### config.mk
export PLATFORM = sky130hd
export DESIGN_NAME = websocket_frame_deframer
export DESIGN_NICKNAME = d
export VERILOG_FILES = /design/src/design/wsd_pkg.sv /design/src/design/wsd_in_reg.sv /design/src/design/wsd_parser.sv /design/src/design/wsd_out_reg.sv /design/src/design/websocket_frame_deframer.sv
export SDC_FILE = /design/constraint.sdc
export NUM_CORES = 1
export LEC_CHECK = 0
export BUFFER_PORTS_ARGS = -buffer_cell sky130_fd_sc_hd__buf_2
export CAP_MARGIN = 30
export CORE_MARGIN = 2
export CORE_UTILIZATION = 45
export CTS_CLUSTER_SIZE = 40
export DETAILED_ROUTE_END_ITERATION = 8
export PLACE_DENSITY_LB_ADDON = 0.2
export SETUP_SLACK_MARGIN = 0.15
export SLEW_MARGIN = 10
export SYNTH_ARGS = -nofsm -noshare
export SYNTH_HDL_FRONTEND = slang
export SYNTH_SLANG_ARGS = --single-unit
### constraint.sdc
create_clock -name clk -period 4.25 [get_ports clk]
set_clock_uncertainty 0.2 [all_clocks]
set_input_delay 0.6375 -clock clk [delete_from_list [all_inputs] [get_ports clk]]
set_output_delay 0.6375 -clock clk [all_outputs]
set_load 0.03 [all_outputs]
### src/design/wsd_pkg.sv
// ============================================================================
// WebSocket deframer package
// Shared types, codes and helper functions for the WebSocket frame deframer.
// ============================================================================
package wsd_pkg;

    typedef enum logic [2:0] {
        PH_HDR0 = 3'd0,
        PH_HDR1 = 3'd1,
        PH_EXT  = 3'd2,
        PH_KEY  = 3'd3,
        PH_PAY  = 3'd4
    } phase_t;

    typedef enum logic [2:0] {
        KIND_MSG          = 3'd0,
        KIND_PING         = 3'd1,
        KIND_EMPTY_MSG    = 3'd2,
        KIND_EMPTY_PING   = 3'd3,
        KIND_CLOSE        = 3'd4,
        KIND_BAD_OPCODE   = 3'd5,
        KIND_PING_TOO_BIG = 3'd6,
        KIND_PING_NOT_FIN = 3'd7
    } kind_t;

    typedef struct packed {
        kind_t      kind;
        logic [7:0] data;
        logic       is_binary;
        logic       last;
    } result_t;

    localparam logic [6:0] OP_CONT  = 7'd0;
    localparam logic [6:0] OP_TEXT  = 7'd1;
    localparam logic [6:0] OP_BIN   = 7'd2;
    localparam logic [6:0] OP_CLOSE = 7'd8;
    localparam logic [6:0] OP_PING  = 7'd9;
    localparam logic [6:0] OP_PONG  = 7'd10;

    localparam logic [6:0]  LEN_EXT16      = 7'd126;
    localparam logic [6:0]  LEN_EXT64      = 7'd127;
    localparam logic [31:0] PING_MAX_LEN   = 32'd125;
    localparam logic [3:0]  EXT16_BYTES    = 4'd2;
    localparam logic [3:0]  EXT64_BYTES    = 4'd8;
    localparam logic [3:0]  KEY_BYTES      = 4'd4;

    function automatic logic is_data_op(input logic [6:0] op);
        return (op == OP_CONT) || (op == OP_TEXT) || (op == OP_BIN);
    endfunction

    function automatic logic op_known(input logic [6:0] op);
        return is_data_op(op) || (op == OP_CLOSE) || (op == OP_PING) || (op == OP_PONG);
    endfunction

endpackage

### src/design/wsd_in_reg.sv
// ============================================================================
// Input register
// Holds one received byte until the parser takes it.
// ============================================================================
module wsd_in_reg
(
    input  logic       clk,
    input  logic       rst_n,
    input  logic       s_tvalid,
    output logic       s_tready,
    input  logic [7:0] s_tdata,
    input  logic       take,
    output logic       byte_valid,
    output logic [7:0] byte_value
);
    logic       valid_reg;
    logic       valid_next;
    logic [7:0] byte_reg;

    assign s_tready   = !valid_reg || take;
    assign valid_next = (s_tvalid && s_tready) ? 1'b1 : (take ? 1'b0 : valid_reg);

    always_ff @(posedge clk or negedge rst_n)
    begin
        if (!rst_n)
        begin
            valid_reg <= 1'b0;
        end
        else
        begin
            valid_reg <= valid_next;
        end
    end

    always_ff @(posedge clk)
    begin
        if (s_tvalid && s_tready)
        begin
            byte_reg <= s_tdata;
        end
    end

    assign byte_valid = valid_reg;
    assign byte_value = byte_reg;

endmodule

### src/design/wsd_parser.sv
// ============================================================================
// Frame parser
// Walks the header fields, unmasks payload bytes and forms at most one result per byte.
// ============================================================================
module wsd_parser
(
    input  logic             clk,
    input  logic             rst_n,
    input  logic             fire,
    input  logic [7:0]       byte_value,
    output logic             res_valid,
    output wsd_pkg::result_t res
);
    import wsd_pkg::*;

    phase_t      phase_reg,    phase_next;
    logic        fin_reg,      fin_next;
    logic [6:0]  op_reg,       op_next;
    logic        mask_reg,     mask_next;
    logic [3:0]  ext_reg,      ext_next;
    logic [31:0] len_reg,      len_next;
    logic [1:0]  idx_reg,      idx_next;
    logic        small_reg,    small_next;
    logic [31:0] key_reg,      key_next;
    logic        msg_bin_reg,  msg_bin_next;
    logic        halted_reg,   halted_next;

    logic        hdr_done;
    logic        start_pay;
    logic [31:0] start_len;
    logic [31:0] len_shift;
    logic        end_fr;
    logic        end_have;
    logic        end_small;
    logic [7:0]  key_byte;
    logic [7:0]  pay_byte;
    logic        frame_bin;

    assign len_shift = {len_reg[23:0], byte_value};
    assign frame_bin = (op_reg == OP_CONT) ? msg_bin_reg : (op_reg == OP_BIN);

    always_comb
    begin
        case (idx_reg)
            2'd0:    key_byte = key_reg[31:24];
            2'd1:    key_byte = key_reg[23:16];
            2'd2:    key_byte = key_reg[15:8];
            default: key_byte = key_reg[7:0];
        endcase
    end

    assign pay_byte = byte_value ^ key_byte;

    always_comb
    begin
        phase_next   = phase_reg;
        fin_next     = fin_reg;
        op_next      = op_reg;
        mask_next    = mask_reg;
        ext_next     = ext_reg;
        len_next     = len_reg;
        idx_next     = idx_reg;
        small_next   = small_reg;
        key_next     = key_reg;
        msg_bin_next = msg_bin_reg;
        halted_next  = halted_reg;
        hdr_done     = 1'b0;
        start_pay    = 1'b0;
        start_len    = len_reg;
        end_fr       = 1'b0;
        end_have     = 1'b0;
        end_small    = small_reg;
        res_valid    = 1'b0;
        res          = '{kind: KIND_MSG, data: 8'd0, is_binary: 1'b0, last: 1'b0};

        if (fire && !halted_reg)
        begin
            case (phase_reg)
                PH_HDR0:
                begin
                    fin_next = byte_value[7];
                    op_next  = byte_value[6:0];
                    if (!op_known(byte_value[6:0]))
                    begin
                        halted_next = 1'b1;
                        res_valid   = 1'b1;
                        res.kind    = KIND_BAD_OPCODE;
                    end
                    else
                    begin
                        if (!byte_value[7] &&
                            (byte_value[6:0] == OP_TEXT || byte_value[6:0] == OP_BIN))
                        begin
                            msg_bin_next = (byte_value[6:0] == OP_BIN);
                        end
                        phase_next = PH_HDR1;
                    end
                end
                PH_HDR1:
                begin
                    mask_next = byte_value[7];
                    len_next  = 32'd0;
                    if (byte_value[6:0] == LEN_EXT16)
                    begin
                        ext_next   = EXT16_BYTES;
                        phase_next = PH_EXT;
                    end
                    else if (byte_value[6:0] == LEN_EXT64)
                    begin
                        ext_next   = EXT64_BYTES;
                        phase_next = PH_EXT;
                    end
                    else
                    begin
                        start_len = {25'd0, byte_value[6:0]};
                        len_next  = start_len;
                        hdr_done  = 1'b1;
                    end
                end
                PH_EXT:
                begin
                    len_next = len_shift;
                    if (ext_reg != 4'd0)
                    begin
                        ext_next = ext_reg - 4'd1;
                    end
                    if (ext_reg <= 4'd1)
                    begin
                        start_len = len_shift;
                        hdr_done  = 1'b1;
                    end
                end
                PH_KEY:
                begin
                    key_next = {key_reg[23:0], byte_value};
                    if (ext_reg != 4'd0)
                    begin
                        ext_next = ext_reg - 4'd1;
                    end
                    if (ext_reg <= 4'd1)
                    begin
                        start_len = len_reg;
                        start_pay = 1'b1;
                    end
                end
                PH_PAY:
                begin
                    len_next = len_reg - 32'd1;
                    idx_next = idx_reg + 2'd1;
                    if (len_reg <= 32'd1)
                    begin
                        end_fr   = 1'b1;
                        end_have = 1'b1;
                    end
                    else if (is_data_op(op_reg))
                    begin
                        res_valid     = 1'b1;
                        res.kind      = KIND_MSG;
                        res.data      = pay_byte;
                        res.is_binary = frame_bin;
                    end
                    else if (op_reg == OP_PING && fin_reg && small_reg)
                    begin
                        res_valid = 1'b1;
                        res.kind  = KIND_PING;
                        res.data  = pay_byte;
                    end
                end
                default:
                begin
                    end_fr = 1'b0;
                end
            endcase

            if (hdr_done)
            begin
                key_next = 32'd0;
                if (mask_next)
                begin
                    phase_next = PH_KEY;
                    ext_next   = KEY_BYTES;
                end
                else
                begin
                    start_pay = 1'b1;
                end
            end

            if (start_pay)
            begin
                if (start_len == 32'd0)
                begin
                    end_fr    = 1'b1;
                    end_small = 1'b1;
                end
                else
                begin
                    phase_next = PH_PAY;
                    len_next   = start_len;
                    idx_next   = 2'd0;
                    small_next = (start_len <= PING_MAX_LEN);
                end
            end

            if (end_fr)
            begin
                if (is_data_op(op_reg))
                begin
                    if (end_have)
                    begin
                        res_valid     = 1'b1;
                        res.kind      = KIND_MSG;
                        res.data      = pay_byte;
                        res.is_binary = frame_bin;
                        res.last      = fin_reg;
                    end
                    else if (fin_reg)
                    begin
                        res_valid     = 1'b1;
                        res.kind      = KIND_EMPTY_MSG;
                        res.is_binary = frame_bin;
                        res.last      = 1'b1;
                    end
                    if (op_reg == OP_CONT && fin_reg)
                    begin
                        msg_bin_next = 1'b0;
                    end
                end
                else if (op_reg == OP_PING)
                begin
                    res_valid = 1'b1;
                    if (!fin_reg)
                    begin
                        halted_next = 1'b1;
                        res.kind    = KIND_PING_NOT_FIN;
                    end
                    else if (!end_small)
                    begin
                        halted_next = 1'b1;
                        res.kind    = KIND_PING_TOO_BIG;
                    end
                    else if (end_have)
                    begin
                        res.kind = KIND_PING;
                        res.data = pay_byte;
                        res.last = 1'b1;
                    end
                    else
                    begin
                        res.kind = KIND_EMPTY_PING;
                        res.last = 1'b1;
                    end
                end
                else if (op_reg == OP_CLOSE)
                begin
                    halted_next = 1'b1;
                    res_valid   = 1'b1;
                    res.kind    = KIND_CLOSE;
                end
                phase_next = PH_HDR0;
                fin_next   = 1'b0;
                op_next    = OP_CONT;
                mask_next  = 1'b0;
                ext_next   = 4'd0;
                len_next   = 32'd0;
                idx_next   = 2'd0;
                key_next   = 32'd0;
            end
        end
    end

    always_ff @(posedge clk or negedge rst_n)
    begin
        if (!rst_n)
        begin
            phase_reg   <= PH_HDR0;
            fin_reg     <= 1'b0;
            op_reg      <= OP_CONT;
            mask_reg    <= 1'b0;
            ext_reg     <= 4'd0;
            len_reg     <= 32'd0;
            idx_reg     <= 2'd0;
            small_reg   <= 1'b0;
            key_reg     <= 32'd0;
            msg_bin_reg <= 1'b0;
            halted_reg  <= 1'b0;
        end
        else
        begin
            phase_reg   <= phase_next;
            fin_reg     <= fin_next;
            op_reg      <= op_next;
            mask_reg    <= mask_next;
            ext_reg     <= ext_next;
            len_reg     <= len_next;
            idx_reg     <= idx_next;
            small_reg   <= small_next;
            key_reg     <= key_next;
            msg_bin_reg <= msg_bin_next;
            halted_reg  <= halted_next;
        end
    end

endmodule

### src/design/wsd_out_reg.sv
// ============================================================================
// Result register
// Holds one result until the downstream side takes it.
// ============================================================================
module wsd_out_reg
(
    input  logic             clk,
    input  logic             rst_n,
    input  logic             load,
    input  wsd_pkg::result_t res,
    output logic             free,
    output logic             m_tvalid,
    input  logic             m_tready,
    output logic [7:0]       m_tdata,
    output logic [3:0]       m_tuser,
    output logic             m_tlast
);
    import wsd_pkg::*;

    logic    valid_reg;
    logic    valid_next;
    result_t res_reg;

    assign free       = !valid_reg || m_tready;
    assign valid_next = load ? 1'b1 : (m_tready ? 1'b0 : valid_reg);

    always_ff @(posedge clk or negedge rst_n)
    begin
        if (!rst_n)
        begin
            valid_reg <= 1'b0;
        end
        else
        begin
            valid_reg <= valid_next;
        end
    end

    always_ff @(posedge clk)
    begin
        if (load)
        begin
            res_reg <= res;
        end
    end

    assign m_tvalid = valid_reg;
    assign m_tdata  = res_reg.data;
    assign m_tuser  = {res_reg.is_binary, res_reg.kind};
    assign m_tlast  = res_reg.last;

endmodule

### src/design/websocket_frame_deframer.sv
// ============================================================================
// WebSocket frame deframer
// Parses received WebSocket frames byte by byte and streams unmasked payload.
// ============================================================================
// The block takes one received byte per cycle while the result register can
// accept a result, and gives at most one result per byte. Each byte passes
// through the input register, then through the header parser and unmasking
// XOR into the result register. Throughput is one byte per cycle, held back
// only by downstream backpressure on the result register. After a close
// frame, an unknown opcode or a bad ping frame is reported, all further
// bytes are taken and dropped until reset.
module websocket_frame_deframer
(
    input  logic       clk,
    input  logic       rst_n,
    input  logic       s_tvalid,
    output logic       s_tready,
    input  logic [7:0] s_tdata,   // [7:0] rx_byte
    output logic       m_tvalid,
    input  logic       m_tready,
    output logic [7:0] m_tdata,   // [7:0] data
    output logic [3:0] m_tuser,   // [2:0] kind, [3] is_binary
    output logic       m_tlast
);
    import wsd_pkg::*;

    logic       byte_valid;
    logic [7:0] byte_value;
    logic       out_free;
    logic       fire;
    logic       res_valid;
    result_t    res;

    assign fire = byte_valid && out_free;

    wsd_in_reg u_in_reg
    (
        .clk        (clk),
        .rst_n      (rst_n),
        .s_tvalid   (s_tvalid),
        .s_tready   (s_tready),
        .s_tdata    (s_tdata),
        .take       (fire),
        .byte_valid (byte_valid),
        .byte_value (byte_value)
    );

    wsd_parser u_parser
    (
        .clk        (clk),
        .rst_n      (rst_n),
        .fire       (fire),
        .byte_value (byte_value),
        .res_valid  (res_valid),
        .res        (res)
    );

    wsd_out_reg u_out_reg
    (
        .clk      (clk),
        .rst_n    (rst_n),
        .load     (res_valid),
        .res      (res),
        .free     (out_free),
        .m_tvalid (m_tvalid),
        .m_tready (m_tready),
        .m_tdata  (m_tdata),
        .m_tuser  (m_tuser),
        .m_tlast  (m_tlast)
    );

endmodule

# Word level (Yosys, flattened, before mapping)

Cells that the tools add are included.

$add $sub $neg: 3
Bitwise logic cells: 2
Equal/unequal tests: 17
Mux-type cells: 118
Reduce and logical (&&, ||, !) cells: 36
Magnitude comparators: 3

Operator list:

| cell                                                                               | count |
|---|---|
| 32-bit 2-to-1 mux                                                                  | 11 |
| 32-bit one-hot mux with 3 select lines                                             | 1 |
| 32-bit one-hot mux with 2 select lines                                             | 1 |
| 1-bit 2-to-1 mux                                                                   | 58 |
| 3-bit 2-to-1 mux                                                                   | 15 |
| 7-bit by 4-bit equality test with 1-bit output (second input constant)             | 5 |
| 32-bit by 1-bit less-or-equal comparator with 1-bit output (second input constant) | 1 |
| 32-bit by 7-bit less-or-equal comparator with 1-bit output (second input constant) | 1 |
| 32-bit zero test                                                                   | 1 |
| 8-bit 2-to-1 mux                                                                   | 4 |
| 32-bit by 1-bit subtractor with 32-bit output (second input constant)              | 1 |
| 9-bit 2-to-1 mux                                                                   | 3 |
| 4-bit 2-to-1 mux                                                                   | 6 |
| 8-bit one-hot mux with 3 select lines                                              | 1 |
| 7-bit 2-to-1 mux                                                                   | 3 |
| 7-bit by 1-bit equality test with 1-bit output (second input constant)             | 2 |
| 7-bit by 2-bit equality test with 1-bit output (second input constant)             | 2 |
| 7-bit equality test (second input constant)                                        | 2 |
| 7-bit zero test                                                                    | 2 |
| 2-bit 2-to-1 mux                                                                   | 7 |
| 13-bit 2-to-1 mux                                                                  | 1 |
| 12-bit 2-to-1 mux                                                                  | 1 |
| 3-bit one-hot mux with 2 select lines                                              | 2 |
| 11-bit 2-to-1 mux                                                                  | 1 |
| other kinds (23)                                                                   | 47 |

Logic and storage cells: 197
Input port bits: 12
Bits in registers: 108
Output and inout port bits: 15

# Depth between registers and ports, before layout

Gate-level depths: netlist of the first run.

Depth after elaboration: 15
Depth in mapped cells: 11
Depth with buffers taken out: 10

# By module

Synthesis of the first run repeated with hierarchy kept, for this count alone.

Cells, all modules: 738
Area, all modules: 6688.9 sq um

Modules (own cells, without submodules):

| module                   | sequential area each (sq um) | cells an instance | instances | area each (sq um) |
|---|---|---|---|---|
| wsd_parser               | 2127.0                       | 709               | 1         | 5950.7 |
| wsd_out_reg              | 415.4                        | 16                | 1         | 437.9 |
| wsd_in_reg               | 265.3                        | 12                | 1         | 294.0 |
| websocket_frame_deframer | 0.0                          | 1                 | 1         | 6.3 |

# Least setup slack after synthesis of the first run

No wires, ideal clock.

Path kind: reg-to-reg
Start: reg u_parser.phase_reg[1]
End: reg u_out_reg.res_reg (netlist bit u_out_reg.m_tdata[0]), enable pin
Library setup time: 0.382 ns
Cell stages (with the launch flop): 11
Data arrival time: 3.132 ns
Buffers on the path: 2
Required time: 3.668 ns
Path slack: 0.536 ns
Period minus slack after synthesis: 3.714 ns
Cells stage by stage: dfrtp_1 or3b_1 clkbuf_1 a31oi_2 a311o_1 o221ai_1 or3_1 nor4_4 buf_2 a211oi_1 nor2_1

Cells in the longest elaborated chain, start to end: 10
Elaborated cells on any way between the ends: 29
Those cells by class: eq/ne: 4; mux: 23; reduce/logical: 2

Ends and longest elaborated chain:

| element                                                                                        | line                           | RTL |
|---|---|---|
| start: declaration                                                                             | wsd_parser.sv:16               | `phase_t phase_reg, phase_next;` |
| start signal: assignment                                                                       | wsd_parser.sv:290              | `phase_reg <= phase_next;` |
| parallel branches: the longest is 8 deep, another holds 32-bit one-hot mux with 2 select lines | --                             |  |
| 1-bit 2-to-1 mux *                                                                             | wsd_parser.sv:205              | `if (end_fr)` |
| 1-bit 2-to-1 mux *                                                                             | wsd_parser.sv:76               | `if (fire && !halted_reg)` |
| via res_valid                                                                                  | websocket_frame_deframer.sv:31 | `logic res_valid;` |
| end signal: assignment                                                                         | wsd_out_reg.sv:43              | `res_reg <= res;` |
| end: declaration                                                                               | wsd_out_reg.sv:22              | `result_t res_reg;` |

Mark *: on every way through the listed nets, which the timed path passes. The select of a mux whose other input is x is not followed.
A chain may end at the register's enable or synchronous reset.

# Worst setup path after layout of the first run

Start: reg u_parser.phase_reg[0]
End: reg u_out_reg.res_reg (netlist bit u_out_reg.m_tuser[2]), data pin

Cells in the longest elaborated chain, start to end: 13
Elaborated cells on any way between the ends: 33
Those cells by class: eq/ne: 4; mux: 27; reduce/logical: 2

Ends and longest elaborated chain:

| element                                                                                         | line |
|---|---|
| parallel branches: the longest is 12 deep, another holds 32-bit one-hot mux with 2 select lines | -- |
| 13-bit 2-to-1 mux *                                                                             | wsd_parser.sv:205 |

Mark *: on every way between the ends. The select of a mux whose other input is x is not followed.

==> results of run 1 <==
[worst max-delay path, delay by kind of cell, from the launching register on]
family / cells / cell delay [ps]
simple gates: 6 / 2230
compound gates: 2 / 660
flops: 1 / 550
[cell usage after synthesis, drive strengths merged (5+ instances only)]
library cell  count
o211ai            5
or4               7
nand2            82
nor4             14
and2              5
a221oi            5
buf              12
nand3            25
clkbuf           52
or2               6
inv              20
nand4             9
a31oi            14
nor2             68
or3              16
dfrtp            87
o21a              5
o21ai            52
nand2b           10
a22oi             5
o22ai             9
xnor2             9
a21oi            56
ha                9
a211oi           10
o31ai            11
edfxtp           21
nor3             31
a22o             42
a222oi            9
[final timing paths]
check,endpoint,depth (start not counted),start
worst max-delay path,u_out_reg.m_tuser[2],8,u_parser.phase_reg[0]
min in group clk,u_in_reg.byte_value[0],1,s_tdata[0]
worst min register to register,u_parser.op_reg[5],1,u_parser.op_reg[5]
worst min-delay path,u_parser.key_reg[29],1,rst_n
max in group asynchronous,u_parser.len_reg[31],3,rst_n
worst max register to register,u_out_reg.m_tuser[2],8,u_parser.phase_reg[0]
[power breakdown]
| group | internal, mW | switching [mW] |
|---|---|---|
| combinational | 0.0180 | 0.0386 |
| clock | 0.474 | 0.449 |
| sequential | 1.06 | 0.0170 |
| total | 1.55 | 0.505 |
[cell type report]
class | count | area, µm²
multi-input cells | 580 | 3580
clock inverters | 7 | 90.1
flip-flops and latches | 108 | 2810
fillers | 1361 | 7120
well taps | 184 | 230
inverters | 20 | 75.1
repair buffers | 58 | 398
clock buffers | 9 | 225
[metal layers]
layer  vias up  GRT usage [%]  wire (µm)  part of all wire [%]
met4         0           7.37        355                   1.7
li1       2922              -          -                     -
met1      3211           37.8       8970                    43
met3        36           5.10       1980                   9.4
met2       350           41.1       9680                    46
met5         -              0          0                     0
[cell families (layout without fill, tap and decap cells)]
logic type,Yosys count,in the layout
xor gates and xnor gates,9,9
AOI/OAI and AO/OA,266,266
DFF,108,108
muxes,5,5
buffers and inverters,84,94
adders and majority gates,9,9
and+or+nand+nor,291,291
[stage by stage]
step	hold slack, ps	power (mW)	utilization, %	instance area (µm²)	setup slack [ps]
detailed placement	293	1.15	48.7	7080	454
floorplan	142	1.11	-	6690	536
finish	38.4	2.06	51.0	7410	339
global route	83.6	2.11	51.0	7410	240
CTS	233	2.07	50.9	7390	425
global placement	284	1.15	48.7	7080	499
==> metrics, run 1 <==
outcome=completed; final hold vios=0; # Post-CTS Setup Buffers=0; Critical Path AT=~3800 ps; post-synthesis sequential area ratio=a little over two fifths; post-synth top area cell=dfrtp_1; FF+latch count, synth=~110; most frequent cells in the layout=dfrtp_1 (87), nand2_1 (82), nor2_1 (66); Final TNS setup=0 ps; initial antenna violation count=0; maximum vdd ir drop=~0.20 mV; asr flop ratio synth=between 80 and 90%; H-tree depth=3; Worst path max stage delay=between 500 and 600 ps; most common cell after layout, fill and taps aside=dfrtp_1; die height=between 100 and 150 µm; measured slew at the worst slew-check pin=between 900 and 1000 ps; diode count=0; max-slew violations=0; number of global-route vias before repair=6034; syn_nets=between 700 and 800; Compound-Gate Fraction of Synth Area=27.8%; DRT antenna net count=0; core area=14500 µm²; placed insts=between 900 and 1000; post-layout min period=~3900 ps; FMAX=roughly 0.26 GHz; Synth top area share=between 30 and 40%; CTS tree=yes; WS Path Type=flip-flop to flip-flop; fin nets=798; combinational family with the most area after synthesis=compound AO/OA/AOI/OAI gates; library cells used by synthesis=77; adder and majority gate portion of the synthesized area=roughly 1.7%; Syn Inst Count=about 770; Ys Warns=0; Post-Route WL=about 21000 µm; global route total overflow=0; CP endpoint kind=flip-flop; io pins=27; DRC Markers=0; fraction of layout cells with a size suffix above 1=between 10% and 20%; HPWL after detailed placement=about 14000 µm; cts hold-fix bufs=0; drt pass-1 iters=8; cell row count=44; clock sinks=around 110; DR vias/cell=roughly 6.7; CP max stage cell=or4b_4; Slew Limit Headroom=roughly 39%; Primary FF master, synth=dfrtp_1; Tightest Hold Check Type=input port to asynchronous set/reset pin; Mapped Area=6690 µm²; Max Cap Viol=0; RD Place Congestion=just over 0.9; WP data required=~4200 ps; Post-synth EDFFs=21; clock latency on the worst-skew pair=370 ps; Post-Layout Cell Count=966; first-pass GRT wire length=between 30000 and 40000 µm; Tcrit/Tclk final=between 90% and 100%; CP startpoint kind=flip-flop; Pleak=a little under 3 nW; CTS resizes=0; post-synthesis simple-gate area fraction=approximately 22%; xor and xnor fraction of the mapped netlist area=under 10%; PwrDens=roughly 280 nW/µm²; CP max FO=15; CP cell instances=or3b_4, nor3_4, nor2_2, a221oi_1, or4b_4, or4_1, a22oi_2, nor3_1; drt initial violations=a little over 800; R2R setup slack=~340 ps; All-Layer GR Usage=approximately a quarter; Worst-path clk slew=about 80 ps; IO buf count=26; syn avg cell area=around 8.7 µm²; starting density of the core=a little under half; mux cell area share after synthesis=0.804%; root buffer cell=clkbuf_16; full die area=15900 µm²; Clock Tree Buf Depth=2; Synth area leaders=dfrtp_1 (33%), edfxtp_1 (9.4%), a22o_1 (5.5%), nand2_1 (4.6%), a21oi_1 (4.2%); RSZ-0062 raised after global routing=false; wire per inst=21.7 µm; die width=approximately 130 µm; pin count of the biggest net entering global routing=76; Area Growth Syn to Fin=10.8%; Final setup viols=0; via count=between 6000 and 7000; CTS buffer count=9
No activity file was read; power rests on OpenSTA's default activity.
==> run 2, diff against run 1 <==
==> constraint.sdc (replaced) <==
create_clock -name clk -period 4.25 [get_ports clk]
set_clock_uncertainty 0.2 [all_clocks]
set_input_delay 0.85 -clock clk [delete_from_list [all_inputs] [get_ports clk]]
set_output_delay 0.85 -clock clk [all_outputs]
set_load 0.03 [all_outputs]
==> run 2 against run 1 <==
Against the previous run:
- utilization up 0.59 points
- sequential cell count stayed put
- critical path type unchanged
- combinational power is 1% lower
- total power is 0.33% lower
- largest power group unchanged
- sequential power is essentially flat
- register-to-register slack better by 20 ps
==> metrics, run 2 (synthesis gave the netlist of run 1 again) <==
outcome=completed; via count=approximately 6400; Critical Path AT=a little under 4000 ps; maximum vdd ir drop=0.191 mV; DRC Markers=0; starting density of the core=approximately 46%; Worst-path clk slew=about 80 ps; diode count=0; measured slew at the worst slew-check pin=a little under 900 ps; Final TNS setup=0 ps; Comb power frac=under 10%; Area Growth Syn to Fin=12.0%; Final setup viols=0; Slew Limit Headroom=40.6%; fraction of layout cells with a size suffix above 1=13.8%; global route total overflow=0; most common cell after layout, fill and taps aside=dfrtp_1; die width=between 100 and 150 µm; CP max FO=32; R2R setup slack=~360 ps; max-slew violations=0; Post-Route WL=between 20000 and 25000 µm; Clock Tree Buf Depth=2; drt initial violations=870; initial antenna violation count=0; Final Instance Area=between 7000 and 8000 µm²; WP data required=~4300 ps; full die area=about 16000 µm²; Tcrit/Tclk final=91.5%; Tightest Hold Check Type=input port to asynchronous set/reset pin; io pins=27; All-Layer GR Usage=26.7%; PwrDens=roughly 270 nW/µm²; final hold vios=0; core area=around 15000 µm²; Max Cap Viol=0; FMAX=approximately 0.26 GHz; register share of total power=a little over half; CP endpoint kind=flip-flop; share of total power in the clock network=about 45%; IO buf count=26; clock latency on the worst-skew pair=between 300 and 400 ps; switching pwr=just under 500 µW; DP Area=just over 7000 µm²; H-tree depth=3; worst reg2reg endpoint=u_parser.key_reg[25]; DRT antenna net count=0; WS Path Type=flip-flop to flip-flop; DR vias/cell=around 6.6; total power=about 2.1 mW; clock sinks=108; fin nets=around 800; fill cell count=1377; most frequent cells in the layout=dfrtp_1 (87), nand2_1 (82), nor2_1 (66); wire per inst=21.5 µm; launching point of the worst reg2reg path=u_parser.ext_reg[1]; Pint=1.57 mW; Sw Ratio=23.5%; Pleak=around 3 nW; HPWL after detailed placement=~15000 µm; root buffer cell=clkbuf_16; pin count of the biggest net entering global routing=just under 50; CP startpoint kind=flip-flop; number of global-route vias before repair=just over 6000; R2R cell count=12; post-layout min period=slightly below 4000 ps; cts hold-fix bufs=0; CTS buffer count=9; RSZ-0062 raised after global routing=false; CTS tree=yes; drt pass-1 iters=6; first-pass GRT wire length=between 30000 and 40000 µm; die height=126 µm; cell row count=between 40 and 50; RD Place Congestion=roughly 0.98
run 2: per-layer routing:
metal	vias to the layer above	part of all wire (%)	track usage, %
met5	-	0	0
met4	0	2.2	8.60
met3	37	8.3	5.01
met2	329	44	39.6
met1	3135	45	39.6
li1	2943	-	-
run 2: power by group through the flow:
stage	Clock (mW)	Combinational, mW	Sequential [mW]
6_report	0.917	0.0558	1.08
5_1_grt	0.963	0.0623	1.08
4_1_cts	0.932	0.0571	1.08
3_5_place_dp	0	0.0570	1.10
3_3_place_gp	0	0.0537	1.10
2_1_floorplan	0	0.0261	1.08
run 2: final cells by class:
cell class / instances / area (µm²) / area share (%)
well taps: 184 / 230 / 3.07
flip-flops and latches: 108 / 2810 / 37.5
repair buffers: 67 / 475 / 6.34
clock buffers: 10 / 239 / 3.19
clock inverters: 6 / 83.8 / 1.12
inverters: 20 / 75.1 / 1.00
multi-input cells: 580 / 3580 / 47.8
run 2: critical path, stage by stage (launching register included):
cell,delay (ps)
dfrtp_1,410
inv_1,140
ha_1,230
or2_1,220
nand2_1,220
a311oi_1,480
nand4_1,210
or4b_4,570
nor4_4,300
buf_4,250
nor4_2,60
buf_4,260
a22o_1,220
run 2: per-stage QoR:
step                hold WS (ps)  util (%)  worst slack, ps  std cells
floorplan                    250         -              536        772
global placement             290      49.0              500        954
detailed placement           293      49.2              411        955
CTS                          270      51.4              387        971
global route                 291      51.6              166        975
finish                       246      51.6              359        975
run 2: how the worst max path moves through the flow:
stage                                from                   end  slack (ps)
finish                u_parser.ext_reg[1]  u_parser.key_reg[25]         360
global route          u_parser.ext_reg[1]  u_parser.key_reg[24]         170
CTS                 u_parser.phase_reg[1]  u_parser.key_reg[25]         390
detailed placement  u_parser.phase_reg[1]   u_parser.key_reg[8]         410
global placement    u_parser.phase_reg[1]   u_parser.key_reg[0]         500
floorplan           u_parser.phase_reg[1]  u_out_reg.m_tdata[0]         540
run 2: what timing repair did:
item | in CTS | in global routing
buffers inserted | 0 | 3
setup endpoints to repair | 0 | 32
endpoints found under the hold margin | 0 | 0
resized for setup | 0 | 0
